## src/rtl/tdbc_pkg.sv

```systemverilog
`default_nettype none
package tdbc_pkg;

   localparam int PAD_COUNT = 6;
   localparam logic [6:0] DUTY_FULL = 7'd100;

   // pad positions in the touch mask
   localparam int PAD_OFF = 0;
   localparam int PAD_ON = 1;
   localparam int PAD_BRIGHTER = 2;
   localparam int PAD_DIMMER = 3;
   localparam int PAD_FASTER = 4;
   localparam int PAD_SLOWER = 5;

   // register indexes on the csr port
   localparam logic [2:0] REG_TICK_MS = 3'd0;
   localparam logic [2:0] REG_DUTY_STEP = 3'd1;
   localparam logic [2:0] REG_HP_INITIAL = 3'd2;
   localparam logic [2:0] REG_HP_STEP = 3'd3;
   localparam logic [2:0] REG_HP_MIN = 3'd4;
   localparam logic [2:0] REG_HP_MAX = 3'd5;

   typedef struct packed {
      logic [9:0]  tick_ms;
      logic [6:0]  duty_step;
      logic [13:0] hp_initial;
      logic [13:0] hp_step;
      logic [13:0] hp_min;
      logic [13:0] hp_max;
   } cfg_type;

   typedef struct packed {
      logic [PAD_COUNT-1:0] prev_touch;
      logic [6:0]           duty_level;
      logic                 blink_active;
      logic [13:0]          half_period;
      logic [14:0]          blink_timer;
      logic                 lamp_phase;
   } state_type;

   // limit to max first, then raise to min, so min wins when they cross
   function automatic logic [13:0] clamp_period(input logic [14:0] v,
                                                input logic [13:0] lo,
                                                input logic [13:0] hi);
      logic [14:0] r;
      r = v;
      if (r > {1'b0, hi}) r = {1'b0, hi};
      if (r < {1'b0, lo}) r = {1'b0, lo};
      return r[13:0];
   endfunction

endpackage
`default_nettype wire

```

## src/rtl/touch_dimmer_blink_controller_core.sv

```systemverilog
`default_nettype none
// Touch dimmer with blink mode. Each request is one tick carrying the six pad
// states (bit 0 off, 1 full on, 2 brighter, 3 dimmer, 4 faster, 5 slower);
// a pad acts on its rising edge and the lowest pressed pad wins. Every request
// gives exactly one response the cycle after it is accepted, and a request can
// be accepted every cycle: the tick's whole state update runs through one pass
// of next-state logic into the state and response registers. req_tready drops
// only while a response is held and rsp_tready is low. Write the csr registers
// (0 tick_ms, 1 duty_step, 2 half_period_initial, 3 half_period_step,
// 4 half_period_min, 5 half_period_max) only while no request is in flight.
module touch_dimmer_blink_controller_core (
   input  wire         clock,
   input  wire         reset,
   input  wire         req_tvalid,
   output logic        req_tready,
   input  wire  [7:0]  req_tdata,   // [5:0] touch_mask, [7:6] zero
   output logic        rsp_tvalid,
   input  wire         rsp_tready,
   // [6:0] drive_duty, [13:7] duty_setting, [14] blink_on,
   // [28:15] half_period_now, [31:29] zero
   output logic [31:0] rsp_tdata,
   input  wire         csr_valid,
   output logic        csr_ready,
   input  wire  [2:0]  csr_index,
   input  wire  [13:0] csr_data
);

   tdbc_pkg::cfg_type   cfg_ff;
   tdbc_pkg::state_type state_ff;
   tdbc_pkg::state_type state_in;
   logic [6:0]          drive_in;
   logic                rsp_valid_ff;
   logic [31:0]         rsp_data_ff;
   logic                take;

   assign csr_ready = 1'b1;
   assign req_tready = !rsp_valid_ff || rsp_tready;
   assign take = req_tvalid && req_tready;
   assign rsp_tvalid = rsp_valid_ff;
   assign rsp_tdata = rsp_data_ff;

   always_ff @(posedge clock) begin
      if (reset) begin
         cfg_ff.tick_ms <= 10'd100;
         cfg_ff.duty_step <= 7'd10;
         cfg_ff.hp_initial <= 14'd500;
         cfg_ff.hp_step <= 14'd100;
         cfg_ff.hp_min <= 14'd100;
         cfg_ff.hp_max <= 14'd2000;
      end else if (csr_valid) begin
         case (csr_index)
            tdbc_pkg::REG_TICK_MS:    cfg_ff.tick_ms <= csr_data[9:0];
            tdbc_pkg::REG_DUTY_STEP:  cfg_ff.duty_step <= csr_data[6:0];
            tdbc_pkg::REG_HP_INITIAL: cfg_ff.hp_initial <= csr_data;
            tdbc_pkg::REG_HP_STEP:    cfg_ff.hp_step <= csr_data;
            tdbc_pkg::REG_HP_MIN:     cfg_ff.hp_min <= csr_data;
            tdbc_pkg::REG_HP_MAX:     cfg_ff.hp_max <= csr_data;
            default: ;
         endcase
      end
   end

   tdbc_next u_next (
      .cfg   (cfg_ff),
      .cur   (state_ff),
      .touch (req_tdata[tdbc_pkg::PAD_COUNT-1:0]),
      .nxt   (state_in),
      .drive (drive_in)
   );

   always_ff @(posedge clock) begin
      if (reset) begin
         state_ff.prev_touch <= '0;
         state_ff.duty_level <= 7'd0;
         state_ff.blink_active <= 1'b0;
         state_ff.half_period <= 14'd500;
         state_ff.blink_timer <= 15'd0;
         state_ff.lamp_phase <= 1'b1;
         rsp_valid_ff <= 1'b0;
      end else begin
         if (take) begin
            state_ff <= state_in;
            rsp_valid_ff <= 1'b1;
         end else if (rsp_tready) begin
            rsp_valid_ff <= 1'b0;
         end
      end
   end

   always_ff @(posedge clock) begin
      if (take) begin
         rsp_data_ff <= {3'd0, state_in.half_period, state_in.blink_active,
                         state_in.duty_level, drive_in};
      end
   end

endmodule
`default_nettype wire

```

## src/rtl/tdbc_next.sv

```systemverilog
`default_nettype none
module tdbc_next (
   input  wire tdbc_pkg::cfg_type              cfg,
   input  wire tdbc_pkg::state_type            cur,
   input  wire [tdbc_pkg::PAD_COUNT-1:0]       touch,
   output tdbc_pkg::state_type                 nxt,
   output logic [6:0]                          drive
);

   logic [tdbc_pkg::PAD_COUNT-1:0] press;
   logic [7:0]  duty_sum;
   logic [6:0]  duty_up;
   logic [6:0]  duty_dn;
   logic [14:0] hp_fast_raw;
   logic [14:0] hp_slow_raw;
   logic        start;
   logic [14:0] timer_base;
   logic        phase_base;
   logic [14:0] timer_sum;

   assign press = touch & ~cur.prev_touch;

   assign duty_sum = {1'b0, cur.duty_level} + {1'b0, cfg.duty_step};
   assign duty_up = (cur.duty_level >= tdbc_pkg::DUTY_FULL) ? cur.duty_level :
                    (duty_sum > {1'b0, tdbc_pkg::DUTY_FULL}) ? tdbc_pkg::DUTY_FULL :
                    duty_sum[6:0];
   assign duty_dn = (cur.duty_level >= cfg.duty_step) ?
                    7'(cur.duty_level - cfg.duty_step) : 7'd0;

   assign hp_fast_raw = (cur.half_period > cfg.hp_step) ?
                        {1'b0, 14'(cur.half_period - cfg.hp_step)} : 15'd0;
   assign hp_slow_raw = {1'b0, cur.half_period} + {1'b0, cfg.hp_step};

   assign start = !cur.blink_active && (press[tdbc_pkg::PAD_OFF] == 1'b0) &&
                  (press[tdbc_pkg::PAD_ON] == 1'b0) &&
                  (press[tdbc_pkg::PAD_BRIGHTER] == 1'b0) &&
                  (press[tdbc_pkg::PAD_DIMMER] == 1'b0) &&
                  (press[tdbc_pkg::PAD_FASTER] || press[tdbc_pkg::PAD_SLOWER]);

   // a fresh blink starts with a cleared timer and a lit lamp
   assign timer_base = start ? 15'd0 : cur.blink_timer;
   assign phase_base = start ? 1'b1 : cur.lamp_phase;
   assign timer_sum = 15'({1'b0, timer_base} + {6'd0, cfg.tick_ms});

   always_comb begin
      nxt = cur;
      nxt.prev_touch = touch;
      if (press[tdbc_pkg::PAD_OFF]) begin
         nxt.duty_level = 7'd0;
         nxt.blink_active = 1'b0;
      end else if (press[tdbc_pkg::PAD_ON]) begin
         nxt.duty_level = tdbc_pkg::DUTY_FULL;
         nxt.blink_active = 1'b0;
      end else if (press[tdbc_pkg::PAD_BRIGHTER]) begin
         nxt.duty_level = duty_up;
      end else if (press[tdbc_pkg::PAD_DIMMER]) begin
         nxt.duty_level = duty_dn;
      end else if (start) begin
         nxt.blink_active = 1'b1;
         nxt.half_period = tdbc_pkg::clamp_period({1'b0, cfg.hp_initial},
                                                  cfg.hp_min, cfg.hp_max);
      end else if (press[tdbc_pkg::PAD_FASTER]) begin
         nxt.half_period = tdbc_pkg::clamp_period(hp_fast_raw, cfg.hp_min, cfg.hp_max);
      end else if (press[tdbc_pkg::PAD_SLOWER]) begin
         nxt.half_period = tdbc_pkg::clamp_period(hp_slow_raw, cfg.hp_min, cfg.hp_max);
      end

      drive = nxt.duty_level;
      if (nxt.blink_active) begin
         if (timer_sum >= {1'b0, nxt.half_period}) begin
            nxt.blink_timer = 15'd0;
            nxt.lamp_phase = !phase_base;
         end else begin
            nxt.blink_timer = timer_sum;
            nxt.lamp_phase = phase_base;
         end
         drive = nxt.lamp_phase ? nxt.duty_level : 7'd0;
      end
   end

endmodule
`default_nettype wire
```

## config.mk

```make
export PLATFORM = sky130hd
export DESIGN_NAME = touch_dimmer_blink_controller_core
export DESIGN_NICKNAME = d
export VERILOG_FILES = /design/src/rtl/tdbc_pkg.sv /design/src/rtl/touch_dimmer_blink_controller_core.sv /design/src/rtl/tdbc_next.sv
export SDC_FILE = /design/constraint.sdc
export NUM_CORES = 1
export LEC_CHECK = 0
export ABC_AREA = 1
export BUFFER_PORTS_ARGS = -buffer_cell sky130_fd_sc_hd__buf_2
export CELL_PAD_IN_SITES_DETAIL_PLACEMENT = 0
export CELL_PAD_IN_SITES_GLOBAL_PLACEMENT = 1
export CORE_MARGIN = 10
export CORE_UTILIZATION = 30
export CTS_CLUSTER_DIAMETER = 150
export DETAILED_ROUTE_END_ITERATION = 12
export PLACE_DENSITY_LB_ADDON = 0.05
export SLEW_MARGIN = 15
export SYNTH_ARGS = -nofsm -noshare
export SYNTH_HDL_FRONTEND = slang
export SYNTH_SLANG_ARGS = --single-unit
```

## constraint.sdc

```tcl
create_clock -name clock -period 6.9 [get_ports clock]
set_input_delay 1.725 -clock clock [delete_from_list [all_inputs] [get_ports clock]]
set_output_delay 1.725 -clock clock [all_outputs]
set_load 0.01 [all_outputs]
```

# After elaboration in Yosys (flattened, before gate mapping)
# Index checks and enable logic that the tools add are counted.
[classes]
muxes = 48
eq_ne = 5
reduce_logical = 20
addsub = 5
n_lt_le_gt_ge = 11
bitwise_logic = 6
[ops]
columns = ["cell", "count"]
rows = [
  ["$mux 15", 23],
  ["$mux 14", 10],
  ["$mux 7", 7],
  ["$lt 15x14->1", 3],
  ["$mux 16", 2],
  ["$gt 15x14->1", 2],
  ["$gt 14x14->1", 2],
  ["$mux 8", 2],
  ["$add 14x14->15", 1],
  ["$add 15x10->15", 1],
  ["$ge 15x14->1", 1],
  ["$reduce_and 2->1", 7],
  ["$sub 14x14->14", 1],
  ["$add 7x7->8", 1],
  ["$gt 8x7->1 const B", 1],
  ["$ge 7x7->1", 1],
  ["$ge 7x7->1 const B", 1],
  ["$sub 7x7->7", 1],
  ["$and 6x6->6", 1],
  ["$eq 3x2->1 const B", 2],
  ["$eq 3x3->1 const B", 2],
  ["$logic_and 1x1->1", 6],
  ["$not 6->6", 1],
  ["$mux 1", 4],
  ["6 further kinds", 12],
]
[totals]
regBits = 147
elab_cells = 109
out_inout_bits = 35
input_bits = 30

# Logic depth before layout (Yosys ltp)
# Gate-level depths: netlist of run 1.
[logic_depth]
ltp_word = 27
depth_mapped = 59
ltp_nobuf = 58

# Cells and area by module
# A second synthesis of run 1 with hierarchy kept.
[unflattened]
cells_unflattened = 1941
area_unflattened_um2 = 12747.2
[modules_own_cells]
columns = ["module", "seq_area_each_um2", "area_per_inst_um2", "cells_per_inst", "n_inst"]
rows = [
  ["tdbc_next", 0.0, 7183.1, 1265, 1],
  ["touch_dimmer_blink_controller_core", 3233.1, 5564.1, 676, 1],
]

# Least setup slack after synthesis of run 1
# OpenSTA, ideal clock, no wires.
[synth_path]
kind = "register to register"
startpoint = "reg state_ff[16] (netlist bit)"
endpoint = "reg rsp_data_ff[1] (netlist: rsp_tdata[1]) (data pin)"
required_time_ns = 6.650
stages_incl_launch_ff = 57
period_less_slack_ns = 6.883
setup_slack_ns = 0.017
n_path_buf = 2
setup_time_ns = 0.250
arrival_ns = 6.633
path_cell_list = "dfxtp_1 > inv_1 > ha_1 > fa_1 > inv_1 > nand3_1 > nand2_1 > nand2_1 > o211ai_1 > a31oi_1 > o21ai_0 > xor2_1 > nand2_1 > inv_1 > ha_1 > nand2_1 > inv_1 > o21ai_0 > (+21 left out) > nand2_2 > ha_1 > nand2_1 > nor2_1 > a211oi_1 > o21ai_0 > a21oi_1 > nor2_1 > o21ai_0 > o21ai_0 > nand4_1 > a21oi_1 > nor3_1 > nand2_1 > xor2_2 > nand2_2 > nand2_1 > inv_1"
[synth_between]
elab_chain_len = 24
elab_cells_between_ends = 37
classes_between = "add/sub: 2; order compare: 6; mux: 29"
[synth_lines]
columns = ["element", "line_no", "rtl"]
rows = [
  ["start, declared", "touch_dimmer_blink_controller_core.sv:29", "tdbc_pkg::state_type state_ff;"],
  ["start signal, assigned", "touch_dimmer_blink_controller_core.sv:82", "state_ff <= state_in;"],
  ["$add 14x14->15", "tdbc_next.sv:32", "assign hp_slow_raw = {1'b0, cur.half_period} + {1'b0, cfg.hp_step};"],
  ["$gt 15x14->1", "tdbc_pkg.sv:47", "if (r > {1'b0, hi}) r = {1'b0, hi};"],
  ["$mux 15", "tdbc_pkg.sv:47", ""],
  ["$mux 15", "tdbc_next.sv:64", "end else if (press[tdbc_pkg::PAD_SLOWER]) begin"],
  ["$mux 15", "tdbc_next.sv:62", "end else if (press[tdbc_pkg::PAD_FASTER]) begin"],
  ["$mux 15", "tdbc_next.sv:58", "end else if (start) begin"],
  ["$mux 15", "tdbc_next.sv:56", "end else if (press[tdbc_pkg::PAD_DIMMER]) begin"],
  ["$mux 15", "tdbc_next.sv:54", "end else if (press[tdbc_pkg::PAD_BRIGHTER]) begin"],
  ["(+9 left out)", "--", ""],
  ["$mux 14", "tdbc_next.sv:51", "end else if (press[tdbc_pkg::PAD_ON]) begin"],
  ["$mux 14 (*)", "tdbc_next.sv:48", "if (press[tdbc_pkg::PAD_OFF]) begin"],
  ["$ge 15x14->1 (*)", "tdbc_next.sv:70", "if (timer_sum >= {1'b0, nxt.half_period}) begin"],
  ["$mux 16 (*)", "tdbc_next.sv:70", ""],
  ["$mux 16 (*)", "tdbc_next.sv:69", "if (nxt.blink_active) begin"],
  ["$mux 7 (*)", "tdbc_next.sv:77", "drive = nxt.lamp_phase ? nxt.duty_level : 7'd0;"],
  ["$mux 7 (*)", "tdbc_next.sv:69", ""],
  ["via drive_in[1]", "touch_dimmer_blink_controller_core.sv:31", "logic [6:0] drive_in;"],
  ["end signal, assigned", "touch_dimmer_blink_controller_core.sv:92", "rsp_data_ff <= {3'd0, state_in.half_period, state_in.blink_active,"],
  ["end, declared", "touch_dimmer_blink_controller_core.sv:33", "logic [31:0] rsp_data_ff;"],
]
# The timed path passes the listed nets; every way through them passes the cells marked *. The select of a mux whose other input is x is not followed.
# A chain may end at the register's enable or synchronous reset.

# Final worst setup path of run 1
[layout_path]
startpoint = "reg cfg_ff[28] (netlist bit)"
endpoint = "reg rsp_data_ff[5] (netlist: rsp_tdata[5]) (data pin)"
[layout_between]
elab_chain_len = 24
elab_cells_between_ends = 37
classes_between = "add/sub: 2; order compare: 6; mux: 29"
[layout_lines]
columns = ["element", "line_no", "rtl"]
rows = [
  ["start, declared", "touch_dimmer_blink_controller_core.sv:28", "tdbc_pkg::cfg_type cfg_ff;"],
  ["$add 14x14->15", "tdbc_next.sv:32", ""],
  ["$gt 15x14->1", "tdbc_pkg.sv:47", ""],
  ["$mux 15", "tdbc_pkg.sv:47", ""],
  ["$mux 15", "tdbc_next.sv:64", ""],
  ["$mux 15", "tdbc_next.sv:62", ""],
  ["$mux 15", "tdbc_next.sv:58", ""],
  ["$mux 15", "tdbc_next.sv:56", ""],
  ["$mux 15", "tdbc_next.sv:54", ""],
  ["(+9 left out)", "--", ""],
  ["$mux 14 (*)", "tdbc_next.sv:51", ""],
  ["$mux 14 (*)", "tdbc_next.sv:48", ""],
  ["$ge 15x14->1 (*)", "tdbc_next.sv:70", ""],
  ["$mux 16 (*)", "tdbc_next.sv:70", ""],
  ["$mux 16 (*)", "tdbc_next.sv:69", ""],
  ["$mux 7 (*)", "tdbc_next.sv:77", ""],
  ["$mux 7 (*)", "tdbc_next.sv:69", ""],
  ["via drive_in[5]", "touch_dimmer_blink_controller_core.sv:31", ""],
]
# Marked as above.

==> results of run 1 <==
==> worst max-delay path, delay by kind of cell, from the launching register on <==
kind | cells | cell delay, ns
fa+ha+maj | 5 | 1.34
buf+inv | 8 | 0.88
flops | 1 | 0.34
simple gates | 23 | 2.31
compound gates | 9 | 1.27
xor+xnor | 2 | 0.50
==> flip-flops by register name, summed over array words and instances, names as in the netlist <==
signal and count:
rsp_tdata 29, rsp_tvalid 1, state_ff 44, cfg_ff 73
==> cells in the mapped netlist, types with 3 or more instances <==
cell | n | area, um^2
nand2_1 | 321 | 1200
inv_1 | 225 | 845
a21oi_1 | 178 | 891
o21ai_0 | 160 | 801
ha_1 | 147 | 1840
nor2_1 | 144 | 541
dfxtp_1 | 118 | 2360
nand3_1 | 101 | 505
clkbuf_1 | 42 | 158
xor2_1 | 33 | 289
edfxtp_1 | 29 | 871
o211ai_1 | 22 | 165
nand2_2 | 21 | 131
inv_2 | 15 | 56.3
nor3_1 | 13 | 65.1
buf_4 | 12 | 90.1
nand4_1 | 10 | 62.6
a31oi_1 | 8 | 50.1
buf_2 | 8 | 40.0
a211oi_1 | 7 | 52.6
o21a_1 | 7 | 52.6
xnor2_1 | 7 | 61.3
o21ai_1 | 6 | 30.0
o21bai_1 | 6 | 45.0
fa_1 | 5 | 100
or2_2 | 5 | 31.3
a21oi_2 | 4 | 35.0
nand3_2 | 4 | 40.0
o31ai_1 | 4 | 30.0
a21o_1 | 3 | 22.5
nor2_4 | 3 | 33.8
==> metal layers <==
metal	share of wire [%]	wire, um
met1	49	23000
met3	3.9	1810
met2	45	21300
met5	0	0
met4	1.9	903
==> per-stage QoR <==
| stage | hold WS (ns) | setup TNS, ns | cells | power (uW) | worst slack [ns] |
|---|---|---|---|---|---|
| detailed placement | 0.442 | -19.46 | 2478 | 2870 | -1.06 |
| global route | 0.484 | -8.56 | 2565 | 4630 | -0.471 |
| floorplan | 0.429 | 0 | 1703 | 2040 | 0.0172 |
| finish | 0.452 | -0.170 | 2567 | 4320 | -0.0314 |
| CTS | 0.453 | -3.12 | 2545 | 4190 | -0.343 |
| global placement | 0.439 | -17.96 | 2478 | 2870 | -1.00 |
==> power groups by stage <==
stage	combinational (uW)	sequential, uW	clock [uW]
floorplan	1060	984	0
global placement	1890	982	0
detailed placement	1890	981	0
CTS	2220	963	1000
global route	2620	968	1040
finish	2380	964	972
==> cells by family after synthesis <==
group	count (synthesis)	share of synthesized area, %
compound gates	416	19.3
xor+xnor	41	3.11
fa+ha+maj	152	16.5
buf+inv	308	10.5
flops	147	27.5
other cells	2	0.0638
simple gates	635	23.1
==> final timing paths <==
path	from	endpoint	slack, ns	depth (start not counted)
worst min register to register	state_ff[39]	state_ff[39]	0.45	2
worst max register to register	cfg_ff[28]	rsp_tdata[5]	-0.03	47
worst max-delay path	cfg_ff[28]	rsp_tdata[5]	-0.03	47
worst min-delay path	state_ff[39]	state_ff[39]	0.45	2
==> final cells by class <==
class / count / area (um^2)
Clock inverter: 11 / 113
Timing Repair Buffer: 373 / 2770
Sequential cell: 147 / 3240
Fill cell: 4169 / 22300
Clock buffer: 21 / 482
Inverter: 244 / 933
Multi-Input combinational cell: 1250 / 8220
Timing Repair inverter: 1 / 11.3
Tap cell: 518 / 648
Antenna cell: 2 / 5.00
==> what timing repair did <==
item                                    CTS  global route
pin swaps                                86            78
endpoints found under the setup margin   22            22
cloned                                    3             1
resized for setup                       142           105
setup buffers                            32            19
==> summary.md, run 1 <==
| Metric | Value |
|---|---|
| Post-synthesis sequential area ratio | `27.5%` |
| Chip Height | `218 um` |
| Nets | `2216` |
| Share of total power in sequential cells | `22.3%` |
| Failing checks | `setup timing` |
| Logic gate share of total power | `55.2%` |
| Vias | `12.2k` |
| EDFF count, synth | `29` |
| YS warnings | `0` |
| Dominant synthesized flop cell | `dfxtp_1` |
| Max Clk Rate | `0.144 GHz` |
| Remaining Overflow, GRT | `0` |
| Met1 Usage GRT | `26.7%` |
| Post-layout util | `42.4%` |
| Core area | `38700 um^2` |
| Slowest Stage Delay on Critical Path | `0.36 ns` |
| Syn Inst Count | `1701` |
| P_sw | `1730 uW` |
| IO Port Bufs | `58` |
| Layout cells sized above 1 | `30.5%` |
| Area added between synthesis and finish | `39.5%` |
| Final Hold Viols | `0` |
| I/O pin count | `65` |
| Final setup margin | `-0.0314 ns` |
| TritonCTS sink count | `147` |
| GRT Total Usage | `19.5%` |
| Routed len/inst | `18.3 um` |
| Met3 GRT Util | `3.05%` |
| Yosys cell types | `52` |
| Detail Route Antenna Nets | `0` |
| Initial antenna violation count | `1` |
| CP max-delay cell | `fa_2` |
| Minimum clock period after layout | `6.93 ns` |
| Actual slew at the worst max-slew pin | `0.989 ns` |
| First-pass GRT wire length | `70500 um` |
| Number of buffers created by CTS | `17` |
| Clock tree buffer depth | `2` |
| Clock Power Share | `22.5%` |
| Final setup fails | `7` |
| Max-cap viol count | `0` |
| Seq cells post-synth | `147` |
| PwrDens | `263 nW/um^2` |
| CP arrival | `7.15 ns` |
| Die X | `218 um` |
| Row count | `72` |
| Drt total wl | `47100 um` |
| Most frequent cells in the layout | `buf_4 (295), nand2_1 (287), inv_1 (213), a21oi_1 (154), nor2_1 (134)` |
| RSZ-0062 raised after global routing | `yes` |
| Max IR drop VDD | `0.000194 V` |
| Reg clk slew, reported paths | `0.07 ns` |
| Final Max Tran Viols | `0` |
| Vias in the first global route | `11.8k` |
| HP Class | `reg -> reg` |
| Crit end category | `flop` |
| DP Area | `14400 um^2` |
| Status | `finished, violations left` |
| Met2 Use GR | `31.3%` |
| Cts hold-fix bufs | `0` |
| Switching part of the total | `40.0%` |
| Lkg Pwr | `0.00803 uW` |
| # H-tree levels | `4` |
| CTS tree | `yes` |
| Clock Skew | `0.0141 ns` |
| Internal power | `2590 uW` |
| Initial Util | `30.4%` |
| Initial DRC Count | `731` |
| Vias per cell | `4.76` |
| Largest net degree at the start of global routing | `92` |
| CP startpoint kind | `flop` |
| Mean Syn Cell Area | `6.92 um^2` |
| Async SR Flop Fraction | `0%` |
| DRT Pass-1 Iters | `5` |
| Syn Std Cell Area | `11800 um^2` |
| Hpwl dp | `36100 um` |
| Crit share post-route | `100%` |
| Worst-skew pair later-pin latency | `0.46 ns` |
| Global routing's busiest layer | `met2` |
| Crit path max fanout | `7` |
| Post-route design area | `16400 um^2` |
| DRC | `0` |
| WP data required | `7.12 ns` |
| Root buf cell | `clkbuf_16` |
| Relative slew margins | `34.1%` |
| Die ar. | `47600 um^2` |
| Routability Congestion | `0.897` |
| Crit path kind | `reg -> reg` |
| Most common cell after layout, fill and taps aside | `buf_4` |
| Worst path most repeated cell | `nand2_1` |
(Power assumes the default switching activity.)
==> run 2, diff against run 1 <==
==> constraint.sdc (replaced) <==
create_clock -name clock -period 8.4 [get_ports clock]
set_input_delay 2.1 -clock clock [delete_from_list [all_inputs] [get_ports clock]]
set_output_delay 2.1 -clock clock [all_outputs]
set_load 0.01 [all_outputs]
==> run 2 against run 1 <==
The run now ends clean; sequential power fell by 18%; clock skew grew 0.00060 ns; first-iteration DRC count is 17% lower; setup slack gained 0.59 ns; hold slack better by 0.0034 ns; power shrank 34%; non-clock buffer count decreased by 266; cell area shrank 18%; flip-flop and latch count unchanged; critical path type unchanged; largest power group unchanged; highest routed layer unchanged.
==> summary.md, run 2 (synthesis results as in run 1) <==
| Metric | Value |
|---|---|
| Status | `completed (was finished, violations left)` |
| Initial antenna violation count | `1 (unchanged)` |
| Vias per cell | `4.89 (was 4.76)` |
| Chip Height | `218 um (unchanged)` |
| Worst path most repeated cell | `nand2_1 (unchanged)` |
| Crit path kind | `reg -> reg (unchanged)` |
| Vias in the first global route | `10.7k (was 11.8k)` |
| Most common cell after layout, fill and taps aside | `nand2_1 (was buf_4)` |
| HP Class | `reg -> reg (unchanged)` |
| Reg clk slew, reported paths | `0.07 ns (about the same)` |
| CP max-delay cell | `fa_1 (was fa_2)` |
| CTS tree | `yes (unchanged)` |
| Vias | `11.2k (was 12.2k)` |
| Layout cells sized above 1 | `12.0% (was 30.5%)` |
| WP data required | `8.60 ns (was 7.12 ns)` |
| Biggest register | `cfg_ff (unchanged)` |
| Logic gate share of total power | `45.8% (was 55.2%)` |
| Crit share post-route | `93.4% (was 100%)` |
| Minimum clock period after layout | `7.84 ns (was 6.93 ns)` |
| Max reg flops | `73 (unchanged)` |
| Nets | `1948 (was 2216)` |
| CP startpoint kind | `flop (unchanged)` |
| Relative slew margins | `40.8% (was 34.1%)` |
| PwrDens | `213 nW/um^2 (was 263 nW/um^2)` |
| Internal power | `1630 uW (was 2590 uW)` |
| Routed len/inst | `19.4 um (was 18.3 um)` |
| CP arrival | `8.04 ns (was 7.15 ns)` |
| Clock Skew | `0.0147 ns (was 0.0141 ns)` |
| Post-route design area | `13400 um^2 (was 16400 um^2)` |
| Number of buffers created by CTS | `17 (unchanged)` |
| Initial Util | `30.4% (unchanged)` |
| Drt total wl | `44500 um (was 47100 um)` |
| Largest net degree at the start of global routing | `82 (was 92)` |
| Die ar. | `47600 um^2 (unchanged)` |
| Clock Power Share | `26.4% (was 22.5%)` |
| Crit end category | `flop (unchanged)` |
| Row count | `72 (unchanged)` |
| I/O pin count | `65 (unchanged)` |
| Actual slew at the worst max-slew pin | `0.888 ns (was 0.989 ns)` |
| # H-tree levels | `4 (unchanged)` |
| Hold_ws | `0.455 ns (was 0.452 ns)` |
| Cts hold-fix bufs | `0 (unchanged)` |
| Root buf cell | `clkbuf_16 (unchanged)` |
| Switching part of the total | `42.8% (was 40.0%)` |
| Crit path max fanout | `14 (was 7)` |
| Max IR drop VDD | `0.000156 V (was 0.000194 V)` |
| Lkg Pwr | `0.00662 uW (was 0.00803 uW)` |
| Final Hold Viols | `0 (unchanged)` |
| Max Clk Rate | `0.128 GHz (was 0.144 GHz)` |
| Die X | `218 um (unchanged)` |
| Final Max Tran Viols | `0 (unchanged)` |
| Share of total power in sequential cells | `27.8% (was 22.3%)` |
| GRT Total Usage | `18.6% (was 19.5%)` |
| DRT Pass-1 Iters | `5 (unchanged)` |
| Core area | `38700 um^2 (unchanged)` |
| Initial DRC Count | `609 (was 731)` |
| Detail Route Antenna Nets | `0 (unchanged)` |
| Max-cap viol count | `0 (unchanged)` |
| Hpwl dp | `34800 um (was 36100 um)` |
| First-pass GRT wire length | `66900 um (was 70500 um)` |
| Area added between synthesis and finish | `14.0% (was 39.5%)` |
| Most frequent cells in the layout | `nand2_1 (320), inv_1 (224), a21oi_1 (177), o21ai_0 (154), ha_1 (146) (was buf_4 (295), nand2_1 (287), inv_1 (213), a21oi_1 (154), nor2_1 (134))` |
| DRC | `0 (unchanged)` |
| Remaining Overflow, GRT | `0 (unchanged)` |
| P_sw | `1220 uW (was 1730 uW)` |
| Clock tree buffer depth | `2 (unchanged)` |
| IO Port Bufs | `58 (unchanged)` |
| DP Area | `12700 um^2 (was 14400 um^2)` |
| Final setup fails | `0 (was 7)` |
| Antenna fix cells | `0 (was 2)` |
| Routability Congestion | `0.865 (was 0.897)` |
| Slowest Stage Delay on Critical Path | `0.45 ns (was 0.36 ns)` |
| TritonCTS sink count | `147 (unchanged)` |
| Worst-skew pair later-pin latency | `0.45 ns (was 0.46 ns)` |
run 2: cell count changes in the layout (fill, tap and decap cells not counted), moves of 20 or more:
cell	before	now
a21oi_1	154	177
o21ai_0	128	154
nand2_2	46	20
a21oi_2	27	4
ha_1	126	146
buf_4	295	48
ha_4	20	0
nand2_1	287	320
run 2: critical path: cells and delay by family (launching register included):
kind            cells  cell delay (ns)
simple gates       23             2.28
flops               1             0.31
compound gates     15             2.23
buf+inv             4             0.67
xor+xnor            2             0.56
fa+ha+maj           5             1.55
run 2: final timing paths:
| kind | end | start | cells past startpoint | slack [ns] |
|---|---|---|---|---|
| max | rsp_tdata[2] | state_ff[16] | 49 | 0.56 |
| min | state_ff[39] | state_ff[39] | 2 | 0.45 |
| max reg2reg | rsp_tdata[2] | state_ff[16] | 49 | 0.56 |
| min reg2reg | state_ff[39] | state_ff[39] | 2 | 0.45 |
run 2: metal layers:
| metal | GRT usage (%) | vias up | wire, um |
|---|---|---|---|
| li1 | - | 5754 | - |
| met1 | 26.3 | 5239 | 22400 |
| met2 | 28.8 | 201 | 19700 |
| met3 | 3.11 | 28 | 1720 |
| met4 | 4.56 | 0 | 697 |
| met5 | 0 | - | 0 |
run 2: cell type report:
type,instances,area [um^2]
Sequential cell,147,3230
Clock buffer,20,458
Multi-Input combinational cell,1249,7400
Inverter,244,921
Tap cell,518,648
Timing Repair Buffer,107,662
Fill cell,4345,25300
Clock inverter,12,95.1
run 2: per-stage QoR:
step / utilization, % / setup slack, ns / TNS, ns / power (uW) / instances
final: 34.6 / 0.558 / 0 / 2850 / 2297
after global routing: 34.6 / -0.00529 / -0.00529 / 3090 / 2297
after CTS: 34.3 / 0.391 / 0 / 2830 / 2292
after detailed placement: 32.9 / 0.436 / 0 / 2060 / 2260
after global placement: 32.9 / 0.427 / 0 / 2060 / 2260
after floorplan: - / 1.52 / 0 / 1680 / 1703
run 2: what timing repair did:
action	in CTS	in global routing
setup buffers	0	3
endpoints found under the setup margin	0	22
gates resized for setup	0	21
hold endpoints to repair	0	0
run 2: power by group through the flow:
stage / sequential [uW] / clock, uW / combinational (uW)
2_1_floorplan: 808 / 0 / 868
3_3_place_gp: 808 / 0 / 1260
3_5_place_dp: 808 / 0 / 1250
6_report: 792 / 754 / 1310
5_1_grt: 796 / 805 / 1490
4_1_cts: 793 / 776 / 1260
